**config.mk**
```make
export PLATFORM = sky130hd
export DESIGN_NAME = jpeg_huffman_table_decoder_top
export DESIGN_NICKNAME = d
export VERILOG_FILES = /design/src/rtl/jhtd_pkg.sv /design/src/rtl/jhtd_front.sv /design/src/rtl/jhtd_back.sv /design/src/rtl/jpeg_huffman_table_decoder_top.sv
export SDC_FILE = /design/constraint.sdc
export NUM_CORES = 2
export LEC_CHECK = 0
export BUFFER_PORTS_ARGS = -buffer_cell sky130_fd_sc_hd__buf_2
export CORE_UTILIZATION = 35
export CTS_CLUSTER_SIZE = 30
export DETAILED_ROUTE_END_ITERATION = 12
export SETUP_SLACK_MARGIN = 0.5
export SLEW_MARGIN = 15
export SYNTH_ARGS = -nofsm -noshare
export SYNTH_HDL_FRONTEND = slang
export SYNTH_HIERARCHICAL = 1
export SYNTH_SLANG_ARGS = --single-unit
export TNS_END_PERCENT = 1
```
**constraint.sdc**
```tcl
create_clock -name clk -period 9 [get_ports clk]
set_input_delay 1.8 -clock clk [delete_from_list [all_inputs] [get_ports clk]]
set_output_delay 1.8 -clock clk [all_outputs]
set_load 0.1 [all_outputs]
```
**src/rtl/jhtd_pkg.sv**
```systemverilog
// shared types, codes and defaults for the canonical huffman table decoder
package jhtd_pkg;

    // default table limits
    localparam int MAX_CODE_LENGTH_DEF = 16;
    localparam int MAX_SYMBOLS_DEF     = 256;

    // fixed field widths
    localparam int CMD_W    = 2;
    localparam int LEN_W    = 5;
    localparam int SYM_W    = 8;
    localparam int WIN_W    = 16;
    localparam int STATUS_W = 2;
    localparam int CODE_W   = 17;

    // depth of the queue between front and back
    localparam int QUEUE_DEPTH = 2;

    // command codes on the input tuser
    localparam logic [CMD_W-1:0] CMD_CLEAR  = 2'd0;
    localparam logic [CMD_W-1:0] CMD_INSERT = 2'd1;
    localparam logic [CMD_W-1:0] CMD_DECODE = 2'd2;

    // classified operations handed to the back end
    localparam logic [1:0] OP_CLEAR  = 2'd0;
    localparam logic [1:0] OP_INSERT = 2'd1;
    localparam logic [1:0] OP_DECODE = 2'd2;
    localparam logic [1:0] OP_NOP    = 2'd3;

    // result status codes
    localparam logic [STATUS_W-1:0] ST_OK      = 2'd0;
    localparam logic [STATUS_W-1:0] ST_NOMATCH = 2'd1;
    localparam logic [STATUS_W-1:0] ST_REJECT  = 2'd2;

    // one classified item in the queue
    typedef struct packed {
        logic [1:0]       op;
        logic             len_ok;
        logic [LEN_W-1:0] len;
        logic [SYM_W-1:0] sym;
        logic [WIN_W-1:0] window;
    } item_t;

endpackage

```
**src/rtl/jhtd_front.sv**
```systemverilog
// input side: accepts items, classifies the command and queues them for the back end
module jhtd_front
    import jhtd_pkg::*;
#(
    parameter int MAX_CODE_LENGTH = MAX_CODE_LENGTH_DEF
)
(
    input  logic        clk,
    input  logic        rst_n,
    input  logic        s_axis_tvalid,
    output logic        s_axis_tready,
    input  logic [31:0] s_axis_tdata,   // code_length[4:0], symbol_value[12:5], code_window[28:13]
    input  logic [1:0]  s_axis_tuser,   // command[1:0]
    output logic        q_valid,
    input  logic        q_ready,
    output item_t       q_item
);

    localparam int QPW = $clog2(QUEUE_DEPTH);
    localparam int QCW = $clog2(QUEUE_DEPTH + 1);

    item_t            cls_item;
    logic [LEN_W-1:0] in_len;
    logic             push;
    logic             pop;

    item_t            q_mem_reg [QUEUE_DEPTH];
    logic [QPW-1:0]   wr_ptr_reg;
    logic [QPW-1:0]   rd_ptr_reg;
    logic [QCW-1:0]   cnt_reg;

    assign in_len = s_axis_tdata[4:0];

    // classify the command and check the length range
    always_comb
    begin
        cls_item.len    = in_len;
        cls_item.sym    = s_axis_tdata[12:5];
        cls_item.window = s_axis_tdata[28:13];
        cls_item.len_ok = (in_len != '0) && (in_len <= LEN_W'(MAX_CODE_LENGTH));
        case (s_axis_tuser)
            CMD_CLEAR:  cls_item.op = OP_CLEAR;
            CMD_INSERT: cls_item.op = OP_INSERT;
            CMD_DECODE: cls_item.op = OP_DECODE;
            default:    cls_item.op = OP_NOP;
        endcase
    end

    // queue handshakes
    assign s_axis_tready = (cnt_reg != QCW'(QUEUE_DEPTH));
    assign push          = s_axis_tvalid && s_axis_tready;
    assign q_valid       = (cnt_reg != '0);
    assign pop           = q_valid && q_ready;
    assign q_item        = q_mem_reg[rd_ptr_reg];

    // queue storage
    always_ff @(posedge clk)
    begin
        if (push)
        begin
            q_mem_reg[wr_ptr_reg] <= cls_item;
        end
    end

    // queue pointers and fill count
    always_ff @(posedge clk or negedge rst_n)
    begin
        if (!rst_n)
        begin
            wr_ptr_reg <= '0;
            rd_ptr_reg <= '0;
            cnt_reg    <= '0;
        end
        else
        begin
            if (push)
            begin
                wr_ptr_reg <= QPW'(wr_ptr_reg + 1'b1);
            end
            if (pop)
            begin
                rd_ptr_reg <= QPW'(rd_ptr_reg + 1'b1);
            end
            if (push && !pop)
            begin
                cnt_reg <= QCW'(cnt_reg + 1'b1);
            end
            else if (pop && !push)
            begin
                cnt_reg <= QCW'(cnt_reg - 1'b1);
            end
        end
    end

endmodule

```
**src/rtl/jhtd_back.sv**
```systemverilog
// execution side: holds the table, runs clear, insert and decode, drives the result item
module jhtd_back
    import jhtd_pkg::*;
#(
    parameter int MAX_CODE_LENGTH = MAX_CODE_LENGTH_DEF,
    parameter int MAX_SYMBOLS     = MAX_SYMBOLS_DEF
)
(
    input  logic        clk,
    input  logic        rst_n,
    input  logic        q_valid,
    output logic        q_ready,
    input  item_t       q_item,
    output logic        m_axis_tvalid,
    input  logic        m_axis_tready,
    output logic [15:0] m_axis_tdata,   // decoded_symbol[7:0], decoded_length[12:8]
    output logic [1:0]  m_axis_tuser    // status[1:0]
);

    localparam int AW  = $clog2(MAX_SYMBOLS);
    localparam int CW  = $clog2(MAX_SYMBOLS + 1);
    localparam int LIW = $clog2(MAX_CODE_LENGTH);

    localparam logic [1:0] S_IDLE  = 2'd0;
    localparam logic [1:0] S_MATCH = 2'd1;
    localparam logic [1:0] S_READ  = 2'd2;
    localparam logic [1:0] S_DONE  = 2'd3;

    // sequencer
    logic [1:0] state_reg;
    logic [1:0] state_next;

    // table state
    logic [WIN_W-1:0]  first_code_reg [MAX_CODE_LENGTH];
    logic [CW-1:0]     first_idx_reg  [MAX_CODE_LENGTH];
    logic [CW-1:0]     count_reg      [MAX_CODE_LENGTH];
    logic [CODE_W-1:0] next_code_reg;
    logic [LEN_W-1:0]  last_len_reg;
    logic [CW-1:0]     loaded_reg;
    logic [SYM_W-1:0]  store_mem [MAX_SYMBOLS];

    // decode pipeline
    logic              lane_hit_reg [MAX_CODE_LENGTH];
    logic [CW-1:0]     lane_idx_reg [MAX_CODE_LENGTH];
    logic              match_hit_reg;
    logic [LEN_W-1:0]  match_len_reg;
    logic [SYM_W-1:0]  rd_data_reg;

    // pending result and output register
    logic [STATUS_W-1:0] res_status_reg;
    logic [SYM_W-1:0]    res_sym_reg;
    logic [LEN_W-1:0]    res_len_reg;
    logic                out_valid_reg;
    logic [STATUS_W-1:0] out_status_reg;
    logic [SYM_W-1:0]    out_sym_reg;
    logic [LEN_W-1:0]    out_len_reg;

    logic             take;
    logic             out_free;
    logic [LEN_W-1:0] shift_amt;
    logic [31:0]      shifted;
    logic             overflow;
    logic             store_full;
    logic             ins_reject;
    logic [LIW-1:0]   ins_lane;

    logic [WIN_W-1:0] lane_prefix [MAX_CODE_LENGTH];
    logic [WIN_W:0]   lane_diff   [MAX_CODE_LENGTH];
    logic             lane_hit    [MAX_CODE_LENGTH];
    logic [CW-1:0]    lane_idx    [MAX_CODE_LENGTH];

    logic             sel_hit;
    logic [LEN_W-1:0] sel_len;
    logic [CW-1:0]    sel_idx;

    assign q_ready  = (state_reg == S_IDLE);
    assign take     = q_valid && q_ready;
    assign out_free = !out_valid_reg || m_axis_tready;

    // insert checks: canonical code at the new length and its fit
    assign shift_amt  = q_item.len - last_len_reg;
    assign shifted    = 32'(next_code_reg) << shift_amt;
    assign overflow   = (shifted >> q_item.len) != 32'd0;
    assign store_full = (loaded_reg >= CW'(MAX_SYMBOLS));
    assign ins_reject = !q_item.len_ok || (q_item.len < last_len_reg) || store_full || overflow;
    assign ins_lane   = LIW'(q_item.len - 5'd1);

    // per-length compare lanes
    always_comb
    begin
        for (int l = 0; l < MAX_CODE_LENGTH; l++)
        begin
            lane_prefix[l] = q_item.window >> (15 - l);
            lane_diff[l]   = {1'b0, lane_prefix[l]} - {1'b0, first_code_reg[l]};
            lane_hit[l]    = (count_reg[l] != '0) && !lane_diff[l][WIN_W]
                             && (lane_diff[l][WIN_W-1:0] < WIN_W'(count_reg[l]));
            lane_idx[l]    = first_idx_reg[l] + lane_diff[l][CW-1:0];
        end
    end

    // shortest matching length wins
    always_comb
    begin
        sel_hit = 1'b0;
        sel_len = '0;
        sel_idx = '0;
        for (int l = MAX_CODE_LENGTH - 1; l >= 0; l--)
        begin
            if (lane_hit_reg[l])
            begin
                sel_hit = 1'b1;
                sel_len = LEN_W'(l + 1);
                sel_idx = lane_idx_reg[l];
            end
        end
    end

    // sequencer next state
    always_comb
    begin
        state_next = state_reg;
        case (state_reg)
            S_IDLE:
            begin
                if (take)
                begin
                    state_next = (q_item.op == OP_DECODE) ? S_MATCH : S_DONE;
                end
            end
            S_MATCH: state_next = S_READ;
            S_READ:  state_next = S_DONE;
            S_DONE:
            begin
                if (out_free)
                begin
                    state_next = S_IDLE;
                end
            end
            default: state_next = S_IDLE;
        endcase
    end

    // symbol store: write on insert, registered read on decode
    always_ff @(posedge clk)
    begin
        if (take && (q_item.op == OP_INSERT) && !ins_reject)
        begin
            store_mem[loaded_reg[AW-1:0]] <= q_item.sym;
        end
        if (state_reg == S_MATCH)
        begin
            rd_data_reg <= store_mem[sel_idx[AW-1:0]];
        end
    end

    // decode pipeline and pending result
    always_ff @(posedge clk)
    begin
        if (take)
        begin
            for (int l = 0; l < MAX_CODE_LENGTH; l++)
            begin
                lane_hit_reg[l] <= lane_hit[l];
                lane_idx_reg[l] <= lane_idx[l];
            end
            res_sym_reg <= '0;
            res_len_reg <= '0;
            case (q_item.op)
                OP_INSERT: res_status_reg <= ins_reject ? ST_REJECT : ST_OK;
                default:   res_status_reg <= ST_OK;
            endcase
        end
        if (state_reg == S_MATCH)
        begin
            match_hit_reg <= sel_hit;
            match_len_reg <= sel_len;
        end
        if (state_reg == S_READ)
        begin
            res_status_reg <= match_hit_reg ? ST_OK : ST_NOMATCH;
            res_sym_reg    <= match_hit_reg ? rd_data_reg : '0;
            res_len_reg    <= match_hit_reg ? match_len_reg : '0;
        end
        if ((state_reg == S_DONE) && out_free)
        begin
            out_status_reg <= res_status_reg;
            out_sym_reg    <= res_sym_reg;
            out_len_reg    <= res_len_reg;
        end
    end

    // control state and table registers
    always_ff @(posedge clk or negedge rst_n)
    begin
        if (!rst_n)
        begin
            state_reg     <= S_IDLE;
            out_valid_reg <= 1'b0;
            next_code_reg <= '0;
            last_len_reg  <= LEN_W'(1);
            loaded_reg    <= '0;
            for (int l = 0; l < MAX_CODE_LENGTH; l++)
            begin
                first_code_reg[l] <= '0;
                first_idx_reg[l]  <= '0;
                count_reg[l]      <= '0;
            end
        end
        else
        begin
            state_reg <= state_next;

            // output register
            if ((state_reg == S_DONE) && out_free)
            begin
                out_valid_reg <= 1'b1;
            end
            else if (m_axis_tready)
            begin
                out_valid_reg <= 1'b0;
            end

            // table updates
            if (take)
            begin
                case (q_item.op)
                    OP_CLEAR:
                    begin
                        next_code_reg <= '0;
                        last_len_reg  <= LEN_W'(1);
                        loaded_reg    <= '0;
                        for (int l = 0; l < MAX_CODE_LENGTH; l++)
                        begin
                            first_code_reg[l] <= '0;
                            first_idx_reg[l]  <= '0;
                            count_reg[l]      <= '0;
                        end
                    end
                    OP_INSERT:
                    begin
                        if (!ins_reject)
                        begin
                            if (count_reg[ins_lane] == '0)
                            begin
                                first_code_reg[ins_lane] <= shifted[WIN_W-1:0];
                                first_idx_reg[ins_lane]  <= loaded_reg;
                            end
                            count_reg[ins_lane] <= CW'(count_reg[ins_lane] + 1'b1);
                            loaded_reg          <= CW'(loaded_reg + 1'b1);
                            next_code_reg       <= shifted[CODE_W-1:0] + 1'b1;
                            last_len_reg        <= q_item.len;
                        end
                    end
                    default:
                    begin
                    end
                endcase
            end
        end
    end

    assign m_axis_tvalid = out_valid_reg;
    assign m_axis_tdata  = {3'b000, out_len_reg, out_sym_reg};
    assign m_axis_tuser  = out_status_reg;

    // symbol count never passes the store size
    assert property (@(posedge clk) disable iff (!rst_n)
        loaded_reg <= CW'(MAX_SYMBOLS))
        else $error("symbol count beyond store size");

    // last accepted length stays a legal code length
    assert property (@(posedge clk) disable iff (!rst_n)
        (last_len_reg != '0) && (last_len_reg <= LEN_W'(MAX_CODE_LENGTH)))
        else $error("last inserted length out of range");

    // decode walks select then store read
    assert property (@(posedge clk) disable iff (!rst_n)
        (state_reg == S_MATCH) |=> (state_reg == S_READ))
        else $error("decode sequence broken");

    // a finished result reaches the output register
    assert property (@(posedge clk) disable iff (!rst_n)
        ((state_reg == S_DONE) && out_free) |=> (out_valid_reg && (state_reg == S_IDLE)))
        else $error("result not handed to output");

    // an ok result never reports a length beyond the longest code
    assert property (@(posedge clk) disable iff (!rst_n)
        (out_valid_reg && (out_status_reg == ST_OK)) |-> (out_len_reg <= LEN_W'(MAX_CODE_LENGTH)))
        else $error("matched length out of range");

endmodule

```
**src/rtl/jpeg_huffman_table_decoder_top.sv**
```systemverilog
// top level of the canonical huffman table decoder
// Each input item is a command in tuser (clear, insert symbol with its code length, or decode a
// 16-bit window, first stream bit in the msb) and yields exactly one result item with a status,
// the decoded symbol and the number of bits it used. Inserts must come in non-decreasing length
// order and get canonical codes. The front end takes an item whenever its two-entry queue has
// room, so input keeps flowing while a result waits at the output. The back end works on one
// item at a time and takes the next only once the result has gone to the output register; a
// decode passes through lane compare over all lengths, priority select with the registered
// symbol store read, result, and output load, in that order.
module jpeg_huffman_table_decoder_top
    import jhtd_pkg::*;
#(
    parameter int MAX_CODE_LENGTH = MAX_CODE_LENGTH_DEF,
    parameter int MAX_SYMBOLS     = MAX_SYMBOLS_DEF
)
(
    input  logic        clk,
    input  logic        rst_n,
    input  logic        s_axis_tvalid,
    output logic        s_axis_tready,
    input  logic [31:0] s_axis_tdata,   // code_length[4:0], symbol_value[12:5], code_window[28:13]
    input  logic [1:0]  s_axis_tuser,   // command[1:0]
    output logic        m_axis_tvalid,
    input  logic        m_axis_tready,
    output logic [15:0] m_axis_tdata,   // decoded_symbol[7:0], decoded_length[12:8]
    output logic [1:0]  m_axis_tuser    // status[1:0]
);

    logic  q_valid;
    logic  q_ready;
    item_t q_item;

    // accept and classify
    jhtd_front #(
        .MAX_CODE_LENGTH (MAX_CODE_LENGTH)
    ) u_front (
        .clk           (clk),
        .rst_n         (rst_n),
        .s_axis_tvalid (s_axis_tvalid),
        .s_axis_tready (s_axis_tready),
        .s_axis_tdata  (s_axis_tdata),
        .s_axis_tuser  (s_axis_tuser),
        .q_valid       (q_valid),
        .q_ready       (q_ready),
        .q_item        (q_item)
    );

    // table and execution
    jhtd_back #(
        .MAX_CODE_LENGTH (MAX_CODE_LENGTH),
        .MAX_SYMBOLS     (MAX_SYMBOLS)
    ) u_back (
        .clk           (clk),
        .rst_n         (rst_n),
        .q_valid       (q_valid),
        .q_ready       (q_ready),
        .q_item        (q_item),
        .m_axis_tvalid (m_axis_tvalid),
        .m_axis_tready (m_axis_tready),
        .m_axis_tdata  (m_axis_tdata),
        .m_axis_tuser  (m_axis_tuser)
    );

endmodule

```
== Yosys cells after proc, flatten, opt, wreduce, memory -nomap -nowiden ==
Memories as Yosys holds them, arrays and structs flattened. A register that Yosys moved wholly into a read port is not among the register bits.
Cells that the tools add are included.

* Flip-flop bits (word level): 618
* Memory bits (writable): 2272
* Input port bits: 38
* Word-level logic and storage cells: 329
* Memories: 4

{| class="wikitable"
|+ Memories
! memory !! words !! bits a word !! read ports !! clocked after Yosys merged registers in !! wr ports !! RTL line !! text
|-
| u_back.store_mem || 256 || 8 || 1 || 1 || 1 || jhtd_back.sv:40 || <nowiki>logic [SYM_W-1:0] store_mem [MAX_SYMBOLS];</nowiki>
|-
| u_back.lane_idx_reg || 16 || 9 || 16 || 0 || 16 || jhtd_back.sv:44 || <nowiki>logic [CW-1:0] lane_idx_reg [MAX_CODE_LENGTH];</nowiki>
|-
| u_front.q_mem_reg || 2 || 32 || 1 || 0 || 1 || jhtd_front.sv:27 || <nowiki>item_t q_mem_reg [QUEUE_DEPTH];</nowiki>
|-
| u_back.lane_hit_reg || 16 || 1 || 16 || 0 || 16 || jhtd_back.sv:43 || <nowiki>logic lane_hit_reg [MAX_CODE_LENGTH];</nowiki>
|}

* Add/subtract/negate cells: 41
* Magnitude comparators: 21
* Equal/unequal tests: 12
* Shift-type cells: 2
* Multiplexer cells: 82
* Bitwise gates (word level): 1
* Reduce and logical (&&, ||, !) cells: 99

{| class="wikitable"
|+ Operator list
! kind !! count
|-
| $pmux 144 s2 || 2
|-
| $mux 256 || 2
|-
| $pmux 256 s2 || 1
|-
| $mux 144 || 3
|-
| $bwmux 144 || 2
|-
| $bwmux 256 || 1
|-
| $lt 16x9->1 || 16
|-
| $mux 8 || 19
|-
| $add 9x9->9 || 16
|-
| $reduce_bool 9->1 || 16
|-
| $demux 16 s4 || 1
|-
| $logic_and 1x1->1 || 41
|-
| $bmux 9 s4 || 1
|-
| $demux 9 s4 || 1
|-
| $mux 9 || 4
|-
| $pmux 17 s2 || 1
|-
| $mux 4 || 8
|-
| $reduce_bool 32->1 || 1
|-
| $shl 17x5->32 || 1
|-
| $shr 32x5->32 || 1
|-
| $mux 5 || 5
|-
| $mux 2 || 11
|-
| $logic_not 1->1 || 21
|-
| $add 9x1->9 const B || 2
|-
| other kinds (51) || 81
|}

== Longest topological paths before layout ==
An unclocked memory read counts as a cell.

* Depth in word-level cells: 17
* Gate-level depth with buffers: 28
* Gate-level depth less buffers: 20

== Hierarchy ==
The synthesis kept the hierarchy.

{| class="wikitable"
|+ By module, submodules not included
! module !! times used !! cells each !! area an instance (um2) !! seq. area each (um2)
|-
| jhtd_back || 1 || 10785 || 129738.2 || 81209.1
|-
| jhtd_front || 1 || 122 || 2681.3 || 2021.9
|}

== Worst setup path before layout ==
Ideal clock, no wire load.

* Path type: register to register
* From: reg u_front.rd_ptr_reg
* To: mem u_back.store_mem[192][0], enable pin
* Library setup time: 0.370 ns
* Arrival time: 6.014 ns
* Slack: 2.616 ns
* Stages on the path, launching flop included: 25
* Clock period less this slack: 6.384 ns
* Cell sequence: dfrtp_1 buf_6 buf_12 mux2_4 buf_2 inv_1 clkbuf_1 ha_1 fa_1 buf_4 buf_4 mux4_2 mux2_2 a211o_1 o21ai_1 o21ai_2 a21oi_1 a21oi_1 or3b_1 a21o_1 nor4_1 clkbuf_1 nand3_1 clkbuf_1 nor2_1

{| class="wikitable"
|+ RTL lines
! what !! RTL line !! text
|-
| start, declared || jhtd_front.sv:29 || <nowiki>logic [QPW-1:0] rd_ptr_reg;</nowiki>
|-
| start signal, assigned || jhtd_front.sv:82 || <nowiki>rd_ptr_reg <= QPW'(rd_ptr_reg + 1'b1);</nowiki>
|-
| end, declared || jhtd_back.sv:40 ||
|}

==> flow_summary_export.csv <==
group,metric,value,unit
setup_path,critPathMostFrequentCell,"sky130_fd_sc_hd__buf_4",
routing,drtAntennaViolNets,0,
clock_network,cts_buffers,312,
setup_path,cp_cell_sequence,"mux2_4 > inv_1 > buf_4 > ha_1 > fa_1 > mux2i_1 > mux2_2 > nor4_1 > nor3_2 > a211o_1 > o211a_1 > nor2_1 > a2111oi_0 > a22o_1 > a31oi_2 > nor4_2 > buf_4 > or3b_2 > buf_4 > nor2_1",
routing,dr.pass1.iters,8,
timing,period_needed,8.25,ns
global_routing,maximum_number_of_pins_on_one_net_before_global_route_repair,159,
setup_path,worst_r2r_path_depth,20,
routing,dr.first_iter.drc_count,10900,
clock_network,worstSkewPairLatency,0.98,ns
setup_path,path_class,"reg -> reg",
flow_run,timing.max_cap.violations,0,
die,row_count,225,
finish,area_delta_synth_final,12.3,%
power,power_leakage,54.7,nW
finish,drive_gt1_frac,0.104,
finish,utilization,0.395,
clock_network,cts-root-to-sink-buffers,4,
setup_path,required,9.44,ns
global_routing,grt_util_all_layers,0.222,
power,powerDensity,350,mW/mm²
setup_path,worstPathMaxFanout,64,
timing,period_share,0.916,
clock_network,clock_tree_from_tritoncts,"done",
timing,max_slew.worst_pin.slew,1.29,ns
die,die-width,617,µm
die,die_height,617,µm
routing,route.vias.total,90500,
die,floorplan.io_pins,58,
timing,rsz_0062_raised_after_global_routing,"yes",
routing,avgRoutedWirePerCell,26.9,µm
die,floorplan.initialDensity,0.352,
place,gp_congestion,0.953,
setup_path,cp_slowest_stage_delay,1.09,ns
routing,drt-total-wl,434000,µm
clock_network,holdBufCountCts,0,
setup_path,cp_slowest_cell,"sky130_fd_sc_hd__fa_1",
global_routing,overflow,0,
yosys,ys_types,99,
finish,max_reg_flops,2048,
clock_network,post_cts_sizing,0,
yosys,syn-instance-count,10900,
yosys,synth_sequential_area_ratio,0.629,
yosys,avgSynthCellArea,12.1,µm²
worst_hold_path,worst_hold_path_type,"reg -> reg",
routing,drc_errors,0,
timing,final_hold_viol_count,0,
global_routing,grt_pass1_wl,619000,µm
setup_path,timing.rr.end,"u_back/store_mem[54][4]",
yosys,postSynthRegisterBits,2866,
setup_path,r2r_start,"u_front/rd_ptr_reg",
setup_path,endpoint_kind,"register",
yosys,async_flop_share,0.197,
timing,final-setup-viol-count,0,
global_routing,antenna_found_initial,30,
worst_hold_path,worst_min_delay_path_endpoint,"u_back/out_sym_reg[4]",
outcome,run_status,"completed",
die,total_die_area,0.381,mm²
setup_path,rrSetupSlack,0.75,ns
power,power.ir.vdd_worst,469,µV
yosys,mappedNetlistArea,0.132,mm²
timing,relSlewSlack,0.128,
timing,final_max_slew_viol_count,0,
yosys,synth.yosys.warnings,6,
die,area_of_the_core_region,0.376,mm²
clock_network,postCtsSetupBuffers,0,
place,detailedPlacementHpwl,281000,µm
worst_hold_path,hold_path_depth,0,
timing,setup_total_negative_slack,0,ns
global_routing,via_count_of_the_first_global_routing_pass,85700,
clock_network,clockRootBuffer,"sky130_fd_sc_hd__clkbuf_16",
finish,finish.net_count,11300,
yosys,dominantRegCellSynth,"sky130_fd_sc_hd__edfxtp_1",
clock_network,cts.sink_count,2866,
worst_hold_path,min_from,"u_back/res_sym_reg[4]",
place,port-buffer-count,51,
timing,worst_clock_skew,0.155,ns
setup_path,critPathLaunchType,"register",
setup_path,critical_path_arrival,8.69,ns
clock_network,clk_pin_slew_worst_paths,0.06,ns
timing,fmax,121,MHz
clock_network,cts_htree_levels,5,
yosys,synth-edff-count,2300,
routing,detail_route.vias_per_cell,5.61,
==> worst max-delay path by stage <==
stage | from | end | slack [ns]
after detailed placement | u_front/rd_ptr_reg | u_back/store_mem[35][3] | 0.97
after global routing | u_front/rd_ptr_reg | u_back/store_mem[35][7] | 0.41
after floorplan | u_front/rd_ptr_reg | u_back/store_mem[192][0] | 2.62
after global placement | u_front/rd_ptr_reg | u_back/store_mem[35][7] | 1.01
final | u_front/rd_ptr_reg | u_back/store_mem[54][4] | 0.75
after CTS | u_front/rd_ptr_reg | u_back/store_mem[46][0] | 0.92
==> cells by family after synthesis <==
kind of cell | after synthesis | synth area share
AO/OA/AOI/OAI | 1590 | 0.0841
AND/OR/NAND/NOR | 4108 | 0.136
XOR/XNOR | 255 | 0.0170
multiplexers | 576 | 0.0586
adder cells (fa/ha/maj) | 431 | 0.0425
flip-flops | 2866 | 0.629
buffers and inverters | 1080 | 0.0333
other | 1 | 0.0000283
==> per-stage QoR <==
step	total power [mW]	worst slack (ns)	hold WS, ns	instances	area (µm²)
global placement	39.1	1.01	0.405	15600	139000
global route	53.8	0.407	0.429	16100	149000
detailed placement	39.2	0.972	0.405	15600	139000
finish	52.0	0.752	0.419	16100	149000
CTS	51.7	0.915	0.420	16100	149000
floorplan	30.0	2.62	0.400	10900	132000
==> metal layers <==
metal	global-route usage	vias to the layer above	part of all wire
met5	0	-	0.00014
li1	-	39700	-
met2	0.349	4406	0.45
met1	0.293	45400	0.39
met3	0.0458	918	0.096
met4	0.105	8	0.055
==> where the power goes <==
part           leakage [nW]  total, mW  switching [mW]  internal (mW)
registers              28.6       16.7           0.332           16.3
clock network          4.82       12.5            5.41           7.07
logic                  21.2       22.9            16.6           6.27
==> cell usage after synthesis (all sizes together), types with 102 or more instances <==
cell type / count / area share
a311oi: 162 / 0.011
nor2: 822 / 0.023
edfxtp: 2300 / 0.52
nand2: 2114 / 0.060
inv: 447 / 0.013
nand3: 406 / 0.015
mux2: 426 / 0.038
buf: 194 / 0.0082
a21oi: 331 / 0.013
xnor2: 159 / 0.011
a31oi: 252 / 0.012
dfrtp: 565 / 0.11
and3: 330 / 0.016
ha: 399 / 0.038
mux4: 102 / 0.017
o21ai: 193 / 0.0073
a32o: 132 / 0.010
clkbuf: 438 / 0.012
==> placed cells by master (no fill, tap or decap), types with 45 or more instances in the layout <==
cell	n
sky130_fd_sc_hd__mux4_2	102
sky130_fd_sc_hd__nand2_1	2104
sky130_fd_sc_hd__a21oi_1	326
sky130_fd_sc_hd__nor4_1	58
sky130_fd_sc_hd__buf_4	199
sky130_fd_sc_hd__buf_2	50
sky130_fd_sc_hd__xor2_1	93
sky130_fd_sc_hd__xnor2_1	153
sky130_fd_sc_hd__a311oi_1	162
sky130_fd_sc_hd__nor2_1	807
sky130_fd_sc_hd__ha_1	398
sky130_fd_sc_hd__nand2b_1	54
sky130_fd_sc_hd__o21ai_0	189
sky130_fd_sc_hd__nor2b_1	62
sky130_fd_sc_hd__mux2_1	217
sky130_fd_sc_hd__a21o_1	73
sky130_fd_sc_hd__a31oi_1	250
sky130_fd_sc_hd__nand4_1	45
sky130_fd_sc_hd__o21bai_1	76
sky130_fd_sc_hd__mux2i_1	48
sky130_fd_sc_hd__nor3_1	88
sky130_fd_sc_hd__clkinv_1	59
sky130_fd_sc_hd__dfrtp_1	564
sky130_fd_sc_hd__clkinv_2	64
sky130_fd_sc_hd__clkbuf_16	318
sky130_fd_sc_hd__and3_1	329
sky130_fd_sc_hd__inv_1	446
sky130_fd_sc_hd__a22oi_1	46
sky130_fd_sc_hd__edfxtp_1	2300
sky130_fd_sc_hd__clkbuf_1	67
sky130_fd_sc_hd__a32o_1	132
sky130_fd_sc_hd__mux2_2	160
sky130_fd_sc_hd__nand3_1	405
==> worst max-delay path, delay by kind of cell (launching register included) <==
kind	cells	cell delay (ns)
fa+ha+maj	2	1.34
flops	1	0.49
simple gates	6	2.58
mux	3	1.09
buf+inv	4	0.94
compound gates	5	1.24
==> area by class of cell <==
class	instances	area, µm²
Timing Repair Buffer	282	2400
Multi-Input combinational cell	6963	45300
Antenna cell	15	37.5
Clock inverter	174	1460
Sequential cell	2866	83200
Clock buffer	396	8360
Fill cell	35700	227000
Inverter	448	1690
Tap cell	4994	6250
Note: power is estimated with default switching activity, not from simulation.
